--- config.mk ---
export PLATFORM = sky130hd
export DESIGN_NAME = marker_framed_word_receiver_top_flat
export DESIGN_NICKNAME = d
export VERILOG_FILES = /design/src/design/mfwr_pkg.sv /design/src/design/mfwr_req_if.sv /design/src/design/mfwr_rsp_if.sv /design/src/design/mfwr_ram.sv /design/src/design/mfwr_csr.sv /design/src/design/mfwr_ctrl.sv /design/src/design/marker_framed_word_receiver_top.sv /design/src/flat_wrapper.sv
export SDC_FILE = /design/constraint.sdc
export NUM_CORES = 1
export LEC_CHECK = 0
export BUFFER_PORTS_ARGS = -buffer_cell sky130_fd_sc_hd__buf_2
export CAP_MARGIN = 10
export CORE_MARGIN = 10
export CORE_UTILIZATION = 66
export DETAILED_ROUTE_END_ITERATION = 7
export HOLD_SLACK_MARGIN = 0.12
export PLACE_DENSITY_LB_ADDON = 0.2
export SYNTH_ARGS = -nofsm -noshare
export SYNTH_HDL_FRONTEND = slang
export SYNTH_SLANG_ARGS = --single-unit
--- constraint.sdc ---
create_clock -name clock -period 10.9 [get_ports clock]
set_input_delay 0 -clock clock [delete_from_list [all_inputs] [get_ports clock]]
set_output_delay 0 -clock clock [all_outputs]
set_load 0.02 [all_outputs]
--- src/design/mfwr_pkg.sv ---
`timescale 1ns / 1ps

package mfwr_pkg;

   // bank sizing
   localparam int MAX_WORDS  = 16;
   localparam int BANK_DEPTH = 2 * MAX_WORDS;
   localparam int ADDR_W     = $clog2(BANK_DEPTH);

   // field widths
   localparam int WORD_W      = 32;
   localparam int LEN_W       = 5;
   localparam int IDX_FIELD_W = 4;

   // longest usable frame and the phase counter that covers it plus the wait for the end marker
   localparam int MAX_LEN = (MAX_WORDS < 31) ? MAX_WORDS : 31;
   localparam int PHASE_W = $clog2(MAX_LEN + 2);

   // register port
   localparam int CSR_ADDR_W = 4;
   localparam int CSR_DATA_W = 32;
   localparam int CSR_IDX_W  = 2;

   localparam logic [CSR_IDX_W-1:0] REG_FRAME_LENGTH = 2'd0;
   localparam logic [CSR_IDX_W-1:0] REG_START_MARKER = 2'd1;
   localparam logic [CSR_IDX_W-1:0] REG_END_MARKER   = 2'd2;

   localparam logic [LEN_W-1:0] FRAME_LENGTH_RESET = 5'd9;

   // beat command codes
   typedef enum logic {
      CMD_SAMPLE = 1'b0,
      CMD_READ   = 1'b1
   } cmd_type;

   typedef struct packed {
      logic [LEN_W-1:0]  frame_length;
      logic [WORD_W-1:0] start_marker;
      logic [WORD_W-1:0] end_marker;
   } cfg_type;

   // per-beat result flags that travel alongside the memory read
   typedef struct packed {
      logic rd_hit;
      logic index_error;
      logic frame_done;
      logic in_frame;
   } meta_type;

endpackage

--- src/design/mfwr_req_if.sv ---
`timescale 1ns / 1ps

interface mfwr_req_if
   import mfwr_pkg::*;
();
   logic                   valid;
   logic                   ready;
   logic                   cmd;
   logic [WORD_W-1:0]      sample_word;
   logic [IDX_FIELD_W-1:0] read_index;

   modport source (output valid, cmd, sample_word, read_index, input ready);
   modport sink   (input valid, cmd, sample_word, read_index, output ready);
endinterface

--- src/design/mfwr_rsp_if.sv ---
`timescale 1ns / 1ps

interface mfwr_rsp_if
   import mfwr_pkg::*;
();
   logic              valid;
   logic              ready;
   logic [WORD_W-1:0] read_data;
   logic              index_error;
   logic              frame_done;
   logic              in_frame;

   modport source (output valid, read_data, index_error, frame_done, in_frame, input ready);
   modport sink   (input valid, read_data, index_error, frame_done, in_frame, output ready);
endinterface

--- src/design/mfwr_ram.sv ---
`timescale 1ns / 1ps

module mfwr_ram #(
   parameter int WIDTH = 32,
   parameter int DEPTH = 32
) (
   input  logic                     clock,
   input  logic                     wr_en,
   input  logic [$clog2(DEPTH)-1:0] wr_addr,
   input  logic [WIDTH-1:0]         wr_data,
   input  logic                     rd_en,
   input  logic [$clog2(DEPTH)-1:0] rd_addr,
   output logic [WIDTH-1:0]         rd_data
);
   logic [WIDTH-1:0] mem_ff [DEPTH];
   logic [WIDTH-1:0] rd_data_ff;

   // one write port, one registered read port
   always_ff @(posedge clock) begin
      if (wr_en) begin
         mem_ff[wr_addr] <= wr_data;
      end
      if (rd_en) begin
         rd_data_ff <= mem_ff[rd_addr];
      end
   end

   assign rd_data = rd_data_ff;
endmodule

--- src/design/mfwr_csr.sv ---
`timescale 1ns / 1ps

module mfwr_csr
   import mfwr_pkg::*;
(
   input  logic                  clock,
   input  logic                  reset,
   input  logic                  psel,
   input  logic                  penable,
   input  logic                  pwrite,
   input  logic [CSR_ADDR_W-1:0] paddr,
   input  logic [CSR_DATA_W-1:0] pwdata,
   output logic [CSR_DATA_W-1:0] prdata,
   output logic                  pready,
   output cfg_type               cfg
);
   cfg_type                cfg_ff;
   cfg_type                cfg_in;
   logic                   wr_strobe;
   logic [CSR_IDX_W-1:0]   reg_idx;

   assign pready    = 1'b1;
   assign reg_idx   = paddr[CSR_ADDR_W-1:2];
   assign wr_strobe = psel && penable && pwrite && pready;

   // register write decode
   always_comb begin
      cfg_in = cfg_ff;
      if (wr_strobe) begin
         case (reg_idx)
            REG_FRAME_LENGTH: cfg_in.frame_length = pwdata[LEN_W-1:0];
            REG_START_MARKER: cfg_in.start_marker = pwdata[WORD_W-1:0];
            REG_END_MARKER:   cfg_in.end_marker   = pwdata[WORD_W-1:0];
            default:          cfg_in = cfg_ff;
         endcase
      end
   end

   always_ff @(posedge clock) begin
      if (reset) begin
         cfg_ff.frame_length <= FRAME_LENGTH_RESET;
         cfg_ff.start_marker <= '0;
         cfg_ff.end_marker   <= '0;
      end else begin
         cfg_ff <= cfg_in;
      end
   end

   // read back
   always_comb begin
      case (reg_idx)
         REG_FRAME_LENGTH: prdata = CSR_DATA_W'(cfg_ff.frame_length);
         REG_START_MARKER: prdata = CSR_DATA_W'(cfg_ff.start_marker);
         REG_END_MARKER:   prdata = CSR_DATA_W'(cfg_ff.end_marker);
         default:          prdata = '0;
      endcase
   end

   assign cfg = cfg_ff;
endmodule

--- src/design/mfwr_ctrl.sv ---
`timescale 1ns / 1ps

module mfwr_ctrl
   import mfwr_pkg::*;
(
   input  logic                   clock,
   input  logic                   reset,
   input  cfg_type                cfg,
   input  logic                   accept,
   input  logic                   cmd,
   input  logic [WORD_W-1:0]      sample_word,
   input  logic [IDX_FIELD_W-1:0] read_index,
   output logic                   wr_en,
   output logic [ADDR_W-1:0]      wr_addr,
   output logic                   rd_en,
   output logic [ADDR_W-1:0]      rd_addr,
   output meta_type               meta
);
   logic [PHASE_W-1:0]    phase_ff;
   logic [PHASE_W-1:0]    phase_in;
   logic                  fill_ff;
   logic                  fill_in;
   logic [BANK_DEPTH-1:0] written_ff;
   logic [BANK_DEPTH-1:0] written_in;
   logic [LEN_W-1:0]      eff_len;
   logic                  rd_ok;

   // frame length saturates at the bank size
   assign eff_len = (int'(cfg.frame_length) > MAX_WORDS) ? LEN_W'(MAX_WORDS)
                                                         : cfg.frame_length;

   // addresses: fill bank for stores, the other bank for reads
   assign wr_addr = ADDR_W'(fill_ff) * ADDR_W'(MAX_WORDS) + ADDR_W'(phase_ff - 1'b1);
   assign rd_addr = ADDR_W'(~fill_ff) * ADDR_W'(MAX_WORDS) + ADDR_W'(read_index);
   assign rd_ok   = (int'(read_index) < int'(eff_len)) && (int'(read_index) < MAX_WORDS);

   // deframer step for the accepted beat
   always_comb begin
      phase_in         = phase_ff;
      fill_in          = fill_ff;
      wr_en            = 1'b0;
      rd_en            = 1'b0;
      meta.rd_hit      = 1'b0;
      meta.index_error = 1'b0;
      meta.frame_done  = 1'b0;
      if (accept) begin
         if (cmd == CMD_SAMPLE) begin
            if (phase_ff == '0) begin
               if (sample_word == cfg.start_marker) begin
                  phase_in = PHASE_W'(1);
               end
            end else if (int'(phase_ff) <= int'(eff_len)) begin
               wr_en    = 1'b1;
               phase_in = phase_ff + 1'b1;
            end else if (sample_word == cfg.end_marker) begin
               phase_in        = '0;
               fill_in         = ~fill_ff;
               meta.frame_done = 1'b1;
            end
         end else begin
            // reads hit the bank opposite the one being stored, so no same-entry overlap
            rd_en            = rd_ok;
            meta.index_error = ~rd_ok;
            meta.rd_hit      = rd_ok && written_ff[rd_addr];
         end
      end
      meta.in_frame = (phase_in != '0);
   end

   // written marks stand in for the reset clear of both banks
   always_comb begin
      written_in = written_ff;
      if (wr_en) begin
         written_in[wr_addr] = 1'b1;
      end
   end

   always_ff @(posedge clock) begin
      if (reset) begin
         phase_ff   <= '0;
         fill_ff    <= 1'b0;
         written_ff <= '0;
      end else begin
         phase_ff   <= phase_in;
         fill_ff    <= fill_in;
         written_ff <= written_in;
      end
   end
endmodule

--- src/design/marker_framed_word_receiver_top.sv ---
`timescale 1ns / 1ps
// channel    direction  handshake      beat contents
// req_bus    in         valid/ready    cmd, sample_word, read_index
// rsp_bus    out        valid/ready    read_data, index_error, frame_done, in_frame
// csr (apb)  in         psel/penable   frame_length @0x0, start_marker @0x4, end_marker @0x8
//
// one beat per cycle sustained while rsp_bus is ready; a taken beat passes through the registered
// read port of the bank memory and then the output register before its result appears
// synchronous reset clears the phase, bank select and per-entry written marks
// stalls on rsp_bus fill the read stage and output register, then req_bus ready drops

module marker_framed_word_receiver_top
   import mfwr_pkg::*;
(
   input  logic                  clock,
   input  logic                  reset,
   mfwr_req_if.sink              req_bus,
   mfwr_rsp_if.source            rsp_bus,
   input  logic                  psel,
   input  logic                  penable,
   input  logic                  pwrite,
   input  logic [CSR_ADDR_W-1:0] paddr,
   input  logic [CSR_DATA_W-1:0] pwdata,
   output logic [CSR_DATA_W-1:0] prdata,
   output logic                  pready
);
   cfg_type           cfg;
   logic              accept;
   logic              wr_en;
   logic [ADDR_W-1:0] wr_addr;
   logic              rd_en;
   logic [ADDR_W-1:0] rd_addr;
   logic [WORD_W-1:0] ram_q;
   meta_type          meta;

   logic              s1_valid_ff;
   logic              s1_valid_in;
   meta_type          s1_meta_ff;
   logic              out_free;
   logic              s1_adv;

   logic              rsp_valid_ff;
   logic              rsp_valid_in;
   logic [WORD_W-1:0] rsp_data_ff;
   logic              rsp_err_ff;
   logic              rsp_done_ff;
   logic              rsp_frame_ff;

   mfwr_csr u_csr (
      .clock   (clock),
      .reset   (reset),
      .psel    (psel),
      .penable (penable),
      .pwrite  (pwrite),
      .paddr   (paddr),
      .pwdata  (pwdata),
      .prdata  (prdata),
      .pready  (pready),
      .cfg     (cfg)
   );

   mfwr_ctrl u_ctrl (
      .clock       (clock),
      .reset       (reset),
      .cfg         (cfg),
      .accept      (accept),
      .cmd         (req_bus.cmd),
      .sample_word (req_bus.sample_word),
      .read_index  (req_bus.read_index),
      .wr_en       (wr_en),
      .wr_addr     (wr_addr),
      .rd_en       (rd_en),
      .rd_addr     (rd_addr),
      .meta        (meta)
   );

   mfwr_ram #(
      .WIDTH (WORD_W),
      .DEPTH (BANK_DEPTH)
   ) u_banks (
      .clock   (clock),
      .wr_en   (wr_en),
      .wr_addr (wr_addr),
      .wr_data (req_bus.sample_word),
      .rd_en   (rd_en),
      .rd_addr (rd_addr),
      .rd_data (ram_q)
   );

   // pipeline flow: read stage holds the memory output until the output register frees
   assign out_free      = ~rsp_valid_ff || rsp_bus.ready;
   assign s1_adv        = s1_valid_ff && out_free;
   assign req_bus.ready = ~s1_valid_ff || out_free;
   assign accept        = req_bus.valid && req_bus.ready;

   always_comb begin
      s1_valid_in = s1_valid_ff;
      if (accept) begin
         s1_valid_in = 1'b1;
      end else if (s1_adv) begin
         s1_valid_in = 1'b0;
      end
   end

   always_comb begin
      rsp_valid_in = rsp_valid_ff;
      if (s1_adv) begin
         rsp_valid_in = 1'b1;
      end else if (rsp_bus.ready) begin
         rsp_valid_in = 1'b0;
      end
   end

   always_ff @(posedge clock) begin
      if (reset) begin
         s1_valid_ff  <= 1'b0;
         rsp_valid_ff <= 1'b0;
      end else begin
         s1_valid_ff  <= s1_valid_in;
         rsp_valid_ff <= rsp_valid_in;
      end
   end

   // payload registers
   always_ff @(posedge clock) begin
      if (accept) begin
         s1_meta_ff <= meta;
      end
      if (s1_adv) begin
         rsp_data_ff  <= s1_meta_ff.rd_hit ? ram_q : '0;
         rsp_err_ff   <= s1_meta_ff.index_error;
         rsp_done_ff  <= s1_meta_ff.frame_done;
         rsp_frame_ff <= s1_meta_ff.in_frame;
      end
   end

   assign rsp_bus.valid       = rsp_valid_ff;
   assign rsp_bus.read_data   = rsp_data_ff;
   assign rsp_bus.index_error = rsp_err_ff;
   assign rsp_bus.frame_done  = rsp_done_ff;
   assign rsp_bus.in_frame    = rsp_frame_ff;

`ifndef ASSERT_OFF
   // a stalled read stage keeps its beat
   assert property (@(posedge clock) disable iff (reset)
      s1_valid_ff && !out_free |=> s1_valid_ff && $stable(s1_meta_ff))
      else $error("read stage lost a stalled beat");

   // an index error never carries data
   assert property (@(posedge clock) disable iff (reset)
      rsp_bus.valid && rsp_bus.index_error |-> rsp_bus.read_data == '0)
      else $error("index error with nonzero data");

   // a read beat flagged with an index error never closes a frame
   assert property (@(posedge clock) disable iff (reset)
      rsp_bus.valid |-> !(rsp_bus.index_error && rsp_bus.frame_done))
      else $error("frame done on a read beat");

   // memory read only issued when the read stage can take it
   assert property (@(posedge clock) disable iff (reset)
      rd_en |-> accept ##1 s1_valid_ff)
      else $error("memory read without a tracking beat");
`endif
endmodule

--- src/flat_wrapper.sv ---
// flat-port wrapper written by rule: the top's interface ports become plain ports
module marker_framed_word_receiver_top_flat import mfwr_pkg::*;
  (clock, reset, psel, penable, pwrite, paddr, pwdata, prdata, pready, req_bus_valid, req_bus_cmd, req_bus_sample_word, req_bus_read_index, req_bus_ready, rsp_bus_valid, rsp_bus_read_data, rsp_bus_index_error, rsp_bus_frame_done, rsp_bus_in_frame, rsp_bus_ready);
  mfwr_req_if req_bus_i ();
  mfwr_rsp_if rsp_bus_i ();
  input  logic clock;
  input  logic reset;
  input  logic psel;
  input  logic penable;
  input  logic pwrite;
  input  logic [CSR_ADDR_W-1:0] paddr;
  input  logic [CSR_DATA_W-1:0] pwdata;
  output logic [CSR_DATA_W-1:0] prdata;
  output logic pready;
  input wire logic [$bits(req_bus_i.valid)-1:0] req_bus_valid;
  input wire logic [$bits(req_bus_i.cmd)-1:0] req_bus_cmd;
  input wire logic [$bits(req_bus_i.sample_word)-1:0] req_bus_sample_word;
  input wire logic [$bits(req_bus_i.read_index)-1:0] req_bus_read_index;
  output wire logic [$bits(req_bus_i.ready)-1:0] req_bus_ready;
  output wire logic [$bits(rsp_bus_i.valid)-1:0] rsp_bus_valid;
  output wire logic [$bits(rsp_bus_i.read_data)-1:0] rsp_bus_read_data;
  output wire logic [$bits(rsp_bus_i.index_error)-1:0] rsp_bus_index_error;
  output wire logic [$bits(rsp_bus_i.frame_done)-1:0] rsp_bus_frame_done;
  output wire logic [$bits(rsp_bus_i.in_frame)-1:0] rsp_bus_in_frame;
  input wire logic [$bits(rsp_bus_i.ready)-1:0] rsp_bus_ready;
  assign req_bus_i.valid = req_bus_valid;
  assign req_bus_i.cmd = req_bus_cmd;
  assign req_bus_i.sample_word = req_bus_sample_word;
  assign req_bus_i.read_index = req_bus_read_index;
  assign req_bus_ready = req_bus_i.ready;
  assign rsp_bus_valid = rsp_bus_i.valid;
  assign rsp_bus_read_data = rsp_bus_i.read_data;
  assign rsp_bus_index_error = rsp_bus_i.index_error;
  assign rsp_bus_frame_done = rsp_bus_i.frame_done;
  assign rsp_bus_in_frame = rsp_bus_i.in_frame;
  assign rsp_bus_i.ready = rsp_bus_ready;
  marker_framed_word_receiver_top u_core (.clock(clock), .reset(reset), .req_bus(req_bus_i), .rsp_bus(rsp_bus_i), .psel(psel), .penable(penable), .pwrite(pwrite), .paddr(paddr), .pwdata(pwdata), .prdata(prdata), .pready(pready));
endmodule
After elaboration in Yosys (flattened, before gate mapping):

Memory sizes are Yosys's and may differ from the RTL's. A register that Yosys moved wholly into a read port is not among the register bits.
Cells that the tools add are included.

* output and inout bits: 70
* input port bits: 80
* bits in writable memories: 1024
* memories kept: 1
* register bits: 148
* word-level logic and storage cells: 83

Memories
* u_core.u_banks.mem_ff: depth 32, bits a word 32, rd ports 1, clocked after memory_dff 1, wr ports 1, line mfwr_ram.sv:15 `logic [WIDTH-1:0] mem_ff [DEPTH];`

* magnitude comparators: 6
* multiplexer cells: 25
* equal/unequal tests: 4
* add/subtract/negate cells: 4
* bitwise logic cells: 9
* reduce and logical (&&, ||, !) cells: 18

Operator list (count)
* 32-bit case mux with 3 select lines: 1
* 32-bit == test: 2
* 5-bit two-way mux: 7
* 32-bit OR: 1
* 1-bit two-way mux: 15
* 5-bit by 6-bit < comparator with 1-bit output, second input constant: 2
* 1-bit NOT: 8
* 1-bit logical AND: 6
* 2-bit AND reduction: 3
* 5-bit by 1-bit adder with 5-bit output, second input constant: 1
* 5-bit by 4-bit adder with 5-bit output: 1
* 5-bit adder: 1
* 1-bit binary-select mux with 5-bit select: 1
* 1-bit demux with 5-bit select: 1
* 5-bit by 1-bit greater-or-equal comparator with 1-bit output, second input constant: 1
* 5-bit > comparator, second input constant: 1
* 5-bit less-or-equal comparator: 1
* 5-bit zero test: 1
* 4-bit by 5-bit < comparator with 1-bit output: 1
* 5-bit AND reduction: 1
* 5-bit nonzero test: 1
* 5-bit by 1-bit subtractor with 5-bit output, second input constant: 1
* 2-bit nonzero test: 2
* 3-bit OR reduction: 1
* other kinds (4): 5

Depth between registers and ports, before layout:

Gate-level depths: netlist (run 1).

* depth in word-level cells: 9
* gate-level depth with buffers: 11
* gate-level depth less buffers: 10

Modules after synthesis:

From an unflattened synthesis (run 1), not the netlist that was laid out.

* cells, all modules: 2983
* area, all modules: 48437.7 um2

Modules (own cells, without submodules)
* mfwr_ram: area each 40811.6 um2, instances 1, cells an instance 2260
* mfwr_csr: area each 3249.4 um2, instances 1, cells an instance 319
* mfwr_ctrl: area each 2854.0 um2, instances 1, cells an instance 320
* marker_framed_word_receiver_top: area each 1522.7 um2, instances 1, cells an instance 84

Worst setup path after synthesis (run 1):

No wires, ideal clock.

* path type: register -> register
* from: register u_core.u_csr.cfg_ff, in the netlist u_core.u_csr.cfg[68]
* to: memory u_core.u_banks.mem_ff[13][0], enable pin
* arrival: 4.995 ns
* setup slack: 5.401 ns
* stages on the path, launching flop included: 10
* setup time: 0.505 ns
* clock period less this slack: 5.499 ns
* path buffers: 1
* data required time: 10.395 ns
* cells stage by stage: dfxtp_1 > inv_1 > nand2_1 > ha_1 > a211oi_1 > nor2_1 > o31ai_2 > nand3_1 > buf_2 > nor4_1

* word-level cells in the longest chain between the ends: 9

RTL lines
* start: declaration: line mfwr_csr.sv:17 `cfg_type cfg_ff;`
* start signal: assignment: line mfwr_csr.sv:45 `cfg_ff <= cfg_in;`
* 5-bit > comparator: line mfwr_ctrl.sv:29 `assign eff_len = (int'(cfg.frame_length) > MAX_WORDS) ? LEN_W'(MAX_WORDS)`
* 5-bit two-way mux (*): line mfwr_ctrl.sv:29
* 5-bit less-or-equal comparator (*): line mfwr_ctrl.sv:52 `end else if (int'(phase_ff) <= int'(eff_len)) begin`
* 1-bit two-way mux (*): line mfwr_ctrl.sv:52
* 1-bit two-way mux (*): line mfwr_ctrl.sv:48 `if (phase_ff == '0) begin`
* 1-bit two-way mux (*): line mfwr_ctrl.sv:47 `if (cmd == CMD_SAMPLE) begin`
* 1-bit two-way mux (*): line mfwr_ctrl.sv:46 `if (accept) begin`
* 1-bit two-way mux (*): line mfwr_ram.sv:20 `if (wr_en) begin`
* 1-bit two-way mux (implied by the code) (*): line mfwr_ram.sv:21 `mem_ff[wr_addr] <= wr_data;`
* end: declaration: line mfwr_ram.sv:15

Every way passes the cells marked *; elsewhere a longest branch is shown, timed or not.

Final worst setup path (run 1):

* from: register u_core.u_csr.cfg_ff, in the netlist u_core.u_csr.cfg[68]
* to: memory u_core.u_banks.mem_ff[11][6], enable pin

The elaborated chain is that of the path after synthesis.

==> results of run 1 <==
-- per-layer routing --
metal / wire (um) / part of all wire [%] / vias to the layer above
met5: 10 / 0.0079 / -
li1: - / - / 9828
met3: 13000 / 10 / 432
met4: 5240 / 4.1 / 2
met1: 44000 / 35 / 13200
met2: 65100 / 51 / 2034
-- power breakdown --
group	switching, mW	internal [mW]
clock network	1.73	2.27
registers	0.00901	5.05
logic	0.255	0.186
total	1.99	7.51
-- worst max-delay path: cells and delay by family, from the launching register on --
kind | cells | cell delay [ns]
fa+ha+maj | 1 | 0.25
flops | 1 | 0.43
buf+inv | 3 | 1.13
compound gates | 2 | 0.69
simple gates | 4 | 1.39
-- sequential cells by signal, indices dropped and copies added, names as in the netlist --
signal / flops
u_core.rsp_bus.read_data: 32
u_core.u_ctrl.written_ff: 32
u_core.s1_valid_ff: 1
u_core.u_ctrl.fill_ff: 1
u_core.rsp_bus.frame_done: 1
u_core.u_banks.mem_ff: 1024
u_core.rsp_bus.index_error: 1
u_core.u_ctrl.phase_ff: 5
u_core.rsp_bus.in_frame: 1
u_core.s1_meta_ff: 4
u_core.u_banks.rd_data: 32
u_core.u_csr.cfg: 69
u_core.rsp_bus.valid: 1
-- what timing repair did --
action	4_1_cts	5_1_grt
endpoints found under the setup margin	0	0
hold buffers	97	0
hold endpoints to repair	1117	0
-- through the flow --
| step | std cells | hold WS, ns | utilization, % |
|---|---|---|---|
| floorplan | 2246 | 0.0989 | - |
| detailed placement | 3277 | 0.252 | 69.6 |
| finish | 3593 | 0.130 | 76.3 |
| global placement | 3277 | 0.251 | 69.6 |
| CTS | 3587 | 0.124 | 76.3 |
| global route | 3589 | 0.142 | 76.3 |
-- area by class of cell --
class                           count  share of cell area [%]
Antenna cell                        6                  0.0280
Clock inverter                     67                    1.24
Timing Repair Buffer              308                    4.17
Tap cell                          940                    2.19
Multi-Input combinational cell    911                    21.2
Inverter                           11                  0.0770
Clock buffer                      146                    5.72
Sequential cell                  1204                    65.4
-- cells by family after synthesis --
logic type,synth area share [%]
adders and majority gates,0.523
buffers and inverters,1.35
other,0.00800
and+or+nand+nor,2.89
xor gates and xnor gates,1.33
muxes,16.8
AOI/OAI and AO/OA,2.33
DFF,74.8
-- worst min-delay path by stage --
| stage | to |
|---|---|
| 6_report | u_core.u_csr.cfg[47] |
| 5_1_grt | u_core.u_csr.cfg[48] |
| 4_1_cts | u_core.u_csr.cfg[52] |
| 3_5_place_dp | u_core.s1_valid_ff |
| 3_3_place_gp | u_core.s1_valid_ff |
| 2_1_floorplan | u_core.u_banks.mem_ff[0][0] |
-- synth_stat cells (2+ instances only) --
cell type | instances | area share, %
a211o_1 | 2 | 0.037
a21o_1 | 4 | 0.064
a21oi_1 | 71 | 0.76
a22o_1 | 27 | 0.50
a31oi_1 | 5 | 0.067
and2_1 | 33 | 0.44
and3_1 | 6 | 0.080
and3b_1 | 2 | 0.037
buf_1 | 8 | 0.064
buf_2 | 8 | 0.085
buf_4 | 21 | 0.34
buf_6 | 7 | 0.17
clkbuf_1 | 76 | 0.61
dfxtp_1 | 109 | 4.7
edfxtp_1 | 1095 | 70
ha_1 | 18 | 0.48
inv_1 | 11 | 0.088
mux2_2 | 32 | 0.77
mux2i_1 | 9 | 0.19
mux4_2 | 330 | 16
nand2_1 | 149 | 1.2
nand2b_1 | 3 | 0.040
nand3_1 | 4 | 0.043
nand3b_1 | 2 | 0.032
nand4_1 | 13 | 0.17
nor2_1 | 28 | 0.22
nor2b_1 | 6 | 0.080
nor3_1 | 24 | 0.26
nor3b_1 | 3 | 0.048
nor4_1 | 16 | 0.21
o211ai_1 | 3 | 0.048
o21ai_0 | 10 | 0.11
o21ba_2 | 27 | 0.58
xnor2_1 | 36 | 0.67
xor2_1 | 35 | 0.65
==> results.py, run 1 <==
metrics = {
    "route": {
        "ant_nets": 0,
        "finalWirelength_um": 127000,
        "drc_errors": 0,
        "vias": 25500,
        "first_pass_iters": 6,
        "wl_per_cell_um": 35.4,
        "drt_iter0_markers": 3711,
        "viasPerCell": 7.11,
    },
    "grt": {
        "grt_max_degree": 140,
        "grt_pass1_wl_um": 184000,
        "grt_overflow": 0,
        "grt_util_met1_pct": 41.0,
        "grt_most_used_layer": "met2",
        "grt_pass1_vias": 26200,
        "grt_use_met2_pct": 52.5,
        "track_usage_pct": 31.3,
        "grtUsageMet3_pct": 5.52,
        "antenna_found_initial": 4,
    },
    "sta": {
        "tightest_slew_ns": 1.28,
        "max_slew_margin_pct": 14.3,
        "rsz0062_at_grt": "no",
        "finalCriticalPeriod_ns": 4.31,
        "fin_skew_ns": 0.0228,
        "fmax_mhz": 232,
        "setup_viol": 0,
        "hold_viol_final": 0,
        "fin_ws_ns": 6.59,
        "tns_ns": 0,
        "maxSlewViolCount": 0,
        "post-route-period-util_pct": 39.5,
    },
    "critical_path": {
        "cp_cell_sequence": "inv_1 -> nand2_1 -> ha_1 -> a211oi_1 -> nor2_1 -> o31ai_2 -> nand3_1 -> buf_4 -> nor3_2 -> buf_4",
        "r2r-end": "u_core.u_banks.mem_ff[11][6]",
        "cp-end-kind": "register",
        "cp_slowest_stage_delay_ns": 1.04,
        "regToRegSetupSlack_ns": 6.59,
        "endpoint": "u_core.u_banks.mem_ff[11][6]",
        "r2r-start": "u_core.u_csr.cfg[68]",
        "worstPathMaxFanout": 31,
        "r2r.worst_path.cells": 10,
        "worstSetupStartpoint": "u_core.u_csr.cfg[68]",
        "critPathLaunchType": "register",
        "cp_common_cell": "buf_4",
        "required_ns": 11.19,
        "path_class": "reg -> reg",
        "arrival_ns": 4.60,
        "cpMaxStageDelayCell": "nor3_2",
    },
    "synth": {
        "ys_async_sr_fraction_pct": 0,
        "synth.avg_cell_area_sq_um": 20.9,
        "synth_enable_flop_cells": 1095,
        "ys_seq_area_share_pct": 74.8,
        "ys.flop_type": "edfxtp_1",
        "yosys.cell_types.count": 48,
        "synth_fp_nets": 2345,
        "syn_area_sq_um": 46900,
        "ys_warn_count": 0,
        "synth-seq-cells": 1204,
        "synth_cells": 2246,
    },
    "clock_network": {
        "cts_tree": "yes",
        "clkTransAtPathRegs_ns": 0.06,
        "cts_setup_buffers": 0,
        "cts.sinks": 1204,
        "cts-root-buf": "clkbuf_16",
        "numCtsBuffers": 116,
        "post_cts_resize_count": 0,
        "clock_path_buffers": 3,
        "clkLatencyLatePin_ns": 0.67,
        "htree_levels": 3,
    },
    "final_layout": {
        "layout_commonest_cell": "edfxtp_1",
        "multiInputGateArea_sq_um": 11400,
        "fillCellCount": 3526,
        "finalInstanceArea_sq_um": 53600,
        "area_delta_synth_final_pct": 14.4,
        "most-common-layout-cells": "edfxtp_1 (1,095), mux4_2 (330), nand2_1 (149)",
        "seqCellArea_sq_um": 35100,
        "final_net_count": 2651,
        "layout-drive-gt1-share_pct": 30.4,
    },
    "flow_run": {
        "max_cap_viol_count": 0,
    },
    "power": {
        "p_leak_nw": 17.4,
        "totalPowerFinal_mw": 9.50,
        "power.density_nw_per_um2": 177,
        "vdd_drop_max_uv": 183,
    },
    "floorplan": {
        "row_count": 97,
        "die_x_um": 287,
        "io_pins": 150,
        "die_height_um": 287,
        "initial_core_util_pct": 66.7,
        "die_area_sq_um": 82100,
        "core_sq_um": 70300,
    },
    "worst_hold_path": {
        "hold_depth": 4,
        "hold_path_class": "in -> reg",
        "worstHoldStart": "pwdata[15]",
    },
    "placed_design": {
        "hpwl_um": 63700,
        "placed_area_sq_um": 48900,
        "io_buffers": 146,
        "pre_cts_ws_ns": 6.64,
        "gp_congestion": 0.886,
    },
    "status": {
        "outcome": "completed",
    },
}
No activity file was read; power rests on OpenSTA's default activity.
==> inputs of run 2 (changes only) <==
--- a/config.mk
+++ b/config.mk
@@ -8,7 +8,7 @@
 export BUFFER_PORTS_ARGS = -buffer_cell sky130_fd_sc_hd__buf_2
 export CAP_MARGIN = 10
 export CORE_MARGIN = 10
-export CORE_UTILIZATION = 66
+export CORE_UTILIZATION = 62
 export DETAILED_ROUTE_END_ITERATION = 7
 export HOLD_SLACK_MARGIN = 0.12
 export PLACE_DENSITY_LB_ADDON = 0.2
==> constraint.sdc (replaced) <==
create_clock -name clock -period 4.15 [get_ports clock]
set_input_delay 0 -clock clock [delete_from_list [all_inputs] [get_ports clock]]
set_output_delay 0 -clock clock [all_outputs]
set_load 0.02 [all_outputs]
==> run 2 against run 1 <==
  * Sequential power increased to 2.6 times the previous value
  * Register-to-register slack lost 5.9 ns
  * Die area up 6.0%
  * Critical path depth unchanged
  * Sequential share of layout area fell by 1.2 points
  * Clock-buffer cell count is 6 lower
  * Core utilization is 3.1 points lower
  * Worst setup slack lost 5.9 ns
  * Final cell count increased by 2.0%
  * Clock power rose to 2.7 times the previous value
  * Hold slack improved by 0.017 ns
  * Maximum frequency grew 23%
  * Largest power group unchanged
==> results.py, run 2 (same netlist as run 1, synthesis figures left out) <==
metrics = {
    "status": {
        "outcome": "completed",
    },
    "critical_path": {
        "path_class": "reg -> reg",
        "arrival_ns": 3.87,
        "critPathLaunchType": "register",
        "cp_slowest_stage_delay_ns": 0.57,
        "cpMaxStageDelayCell": "nor3_4",
        "r2r-start": "u_core.u_csr.cfg[68]",
        "endpoint": "u_core.u_banks.mem_ff[24][6]",
        "cp_cell_sequence": "inv_1 -> nand2_1 -> ha_1 -> a211oi_1 -> nor2_1 -> o31ai_2 -> nand3_2 -> buf_4 -> nor3_4 -> buf_12",
        "worstPathMaxFanout": 28,
        "critical-path-top-delay-family": "simple AND/OR/NAND/NOR gates",
        "regToRegSetupSlack_ns": 0.65,
        "r2r.worst_path.cells": 10,
        "required_ns": 4.53,
        "crit_buf_inv": 3,
        "cp-end-kind": "register",
        "worstSetupStartpoint": "u_core.u_csr.cfg[68]",
        "path_depth": 10,
        "r2r-end": "u_core.u_banks.mem_ff[24][6]",
    },
    "final_layout": {
        "largest_register_ffs": 1024,
        "layout_commonest_cell": "edfxtp_1",
        "layout-drive-gt1-share_pct": 31.4,
        "postLayoutCoreUtil_pct": 73.2,
        "top_register": "u_core.u_banks.mem_ff",
        "final_net_count": 2694,
        "most-common-layout-cells": "edfxtp_1 (1,095), mux4_2 (330), nand2_1 (149)",
        "fillCellCount": 4061,
        "finalInstanceArea_sq_um": 54700,
        "area_delta_synth_final_pct": 16.6,
    },
    "floorplan": {
        "io_pins": 150,
        "die_area_sq_um": 87000,
        "row_count": 100,
        "die_x_um": 295,
        "core_sq_um": 74700,
        "die_height_um": 295,
        "initial_core_util_pct": 62.8,
    },
    "power": {
        "vdd_drop_max_uv": 361,
        "p_leak_nw": 17.8,
        "power.density_nw_per_um2": 464,
        "totalPowerFinal_mw": 25.4,
    },
    "clock_network": {
        "numCtsBuffers": 114,
        "cts.sinks": 1204,
        "cts-root-buf": "clkbuf_16",
        "clock_path_buffers": 3,
        "post_cts_resize_count": 0,
        "clkTransAtPathRegs_ns": 0.06,
        "cts_tree": "yes",
        "clkLatencyLatePin_ns": 0.70,
        "htree_levels": 3,
    },
    "sta": {
        "fin_skew_ns": 0.0230,
        "setup_viol": 0,
        "max_slew_margin_pct": 37.3,
        "post-route-period-util_pct": 84.3,
        "whs_ns": 0.148,
        "tightest_slew_ns": 0.936,
        "tns_ns": 0,
        "rsz0062_at_grt": "no",
        "hold_viol_final": 0,
        "maxSlewViolCount": 0,
        "fmax_mhz": 286,
        "finalCriticalPeriod_ns": 3.50,
    },
    "route": {
        "finalWirelength_um": 120000,
        "first_pass_iters": 6,
        "drt_iter0_markers": 3178,
        "wl_per_cell_um": 32.7,
        "ant_nets": 0,
        "drc_errors": 0,
        "vias": 24600,
        "viasPerCell": 6.71,
    },
    "placed_design": {
        "hpwl_um": 66500,
        "placed_area_sq_um": 49600,
        "io_buffers": 146,
        "gp_congestion": 0.913,
    },
    "grt": {
        "antenna_found_initial": 5,
        "grt_pass1_vias": 25400,
        "grt_overflow": 0,
        "grt_max_degree": 79,
        "track_usage_pct": 27.9,
        "grt_pass1_wl_um": 175000,
    },
    "flow_run": {
        "max_cap_viol_count": 0,
    },
    "worst_hold_path": {
        "worstHoldStart": "pwdata[27]",
        "hold_path_class": "in -> reg",
    },
}
[run 2: changes by cell type in the layout (fill, tap and decap cells not counted), moves of 3 or more]
| cell | previous run | this run |
|---|---|---|
| buf_12 | 2 | 32 |
| buf_4 | 65 | 61 |
| bufinv_16 | 12 | 19 |
| clkbuf_1 | 26 | 22 |
| clkinv_1 | 23 | 14 |
| clkinv_2 | 18 | 23 |
| clkinvlp_4 | 5 | 11 |
| dlygate4sd3_1 | 97 | 116 |
| inv_6 | 5 | 2 |
| nor3_2 | 24 | 17 |
| nor3_4 | 0 | 7 |
[run 2: what timing repair did]
| action | CTS | global route |
|---|---|---|
| endpoints found under the hold margin | 1116 | 0 |
| hold buffers | 116 | 0 |
| buffers inserted | 0 | 0 |
| endpoints found under the setup margin | 0 | 0 |
[run 2: final cells by class]
class	instances	area [sq um]	area share [%]
flip-flops and latches	1204	35100	64.1
multi-input cells	911	11400	20.9
clock buffers	140	3020	5.53
repair buffers	353	3000	5.49
well taps	969	1210	2.22
clock inverters	73	900	1.64
inverters	11	41.3	0.0755
diodes	5	12.5	0.0229
[run 2: per-layer routing]
layer / share of wire, % / up-vias / global-route usage [%]
li1: - / 9928 / -
met5: 0 / - / 0
met3: 7.9 / 330 / 4.32
met2: 51 / 1445 / 46.5
met4: 5.2 / 0 / 12.9
met1: 36 / 12900 / 36.3
[run 2: how the worst min path moves through the flow]
stage	slack, ns	endpoint	cells after the start
detailed placement	0.26	u_core.u_csr.cfg[45]	3
global placement	0.25	u_core.u_csr.cfg[30]	3
CTS	0.12	u_core.u_csr.cfg[15]	4
floorplan	0.1	u_core.u_banks.mem_ff[0][0]	0
global route	0.15	u_core.u_csr.cfg[47]	4
finish	0.15	u_core.u_csr.cfg[59]	4
[run 2: power breakdown]
part	internal (mW)	switching (mW)
Combinational	0.525	0.737
Clock	6.37	4.49
Sequential	13.3	0.0197
Total	20.2	5.25
[run 2: stage by stage]
stage	cells	worst slack, ns
after floorplan	2246	-1.35
after global placement	3332	0.738
after detailed placement	3332	0.709
after CTS	3661	0.680
after global routing	3663	0.290
final	3666	0.652
[run 2: worst reg2reg max path: stages (launching register included)]
cell      delay [ns]
dfxtp_1         0.43
inv_1           0.12
nand2_1         0.11
ha_1            0.24
a211oi_1        0.27
nor2_1          0.12
o31ai_2         0.47
nand3_2         0.19
buf_4           0.34
nor3_4          0.59
buf_12          0.30
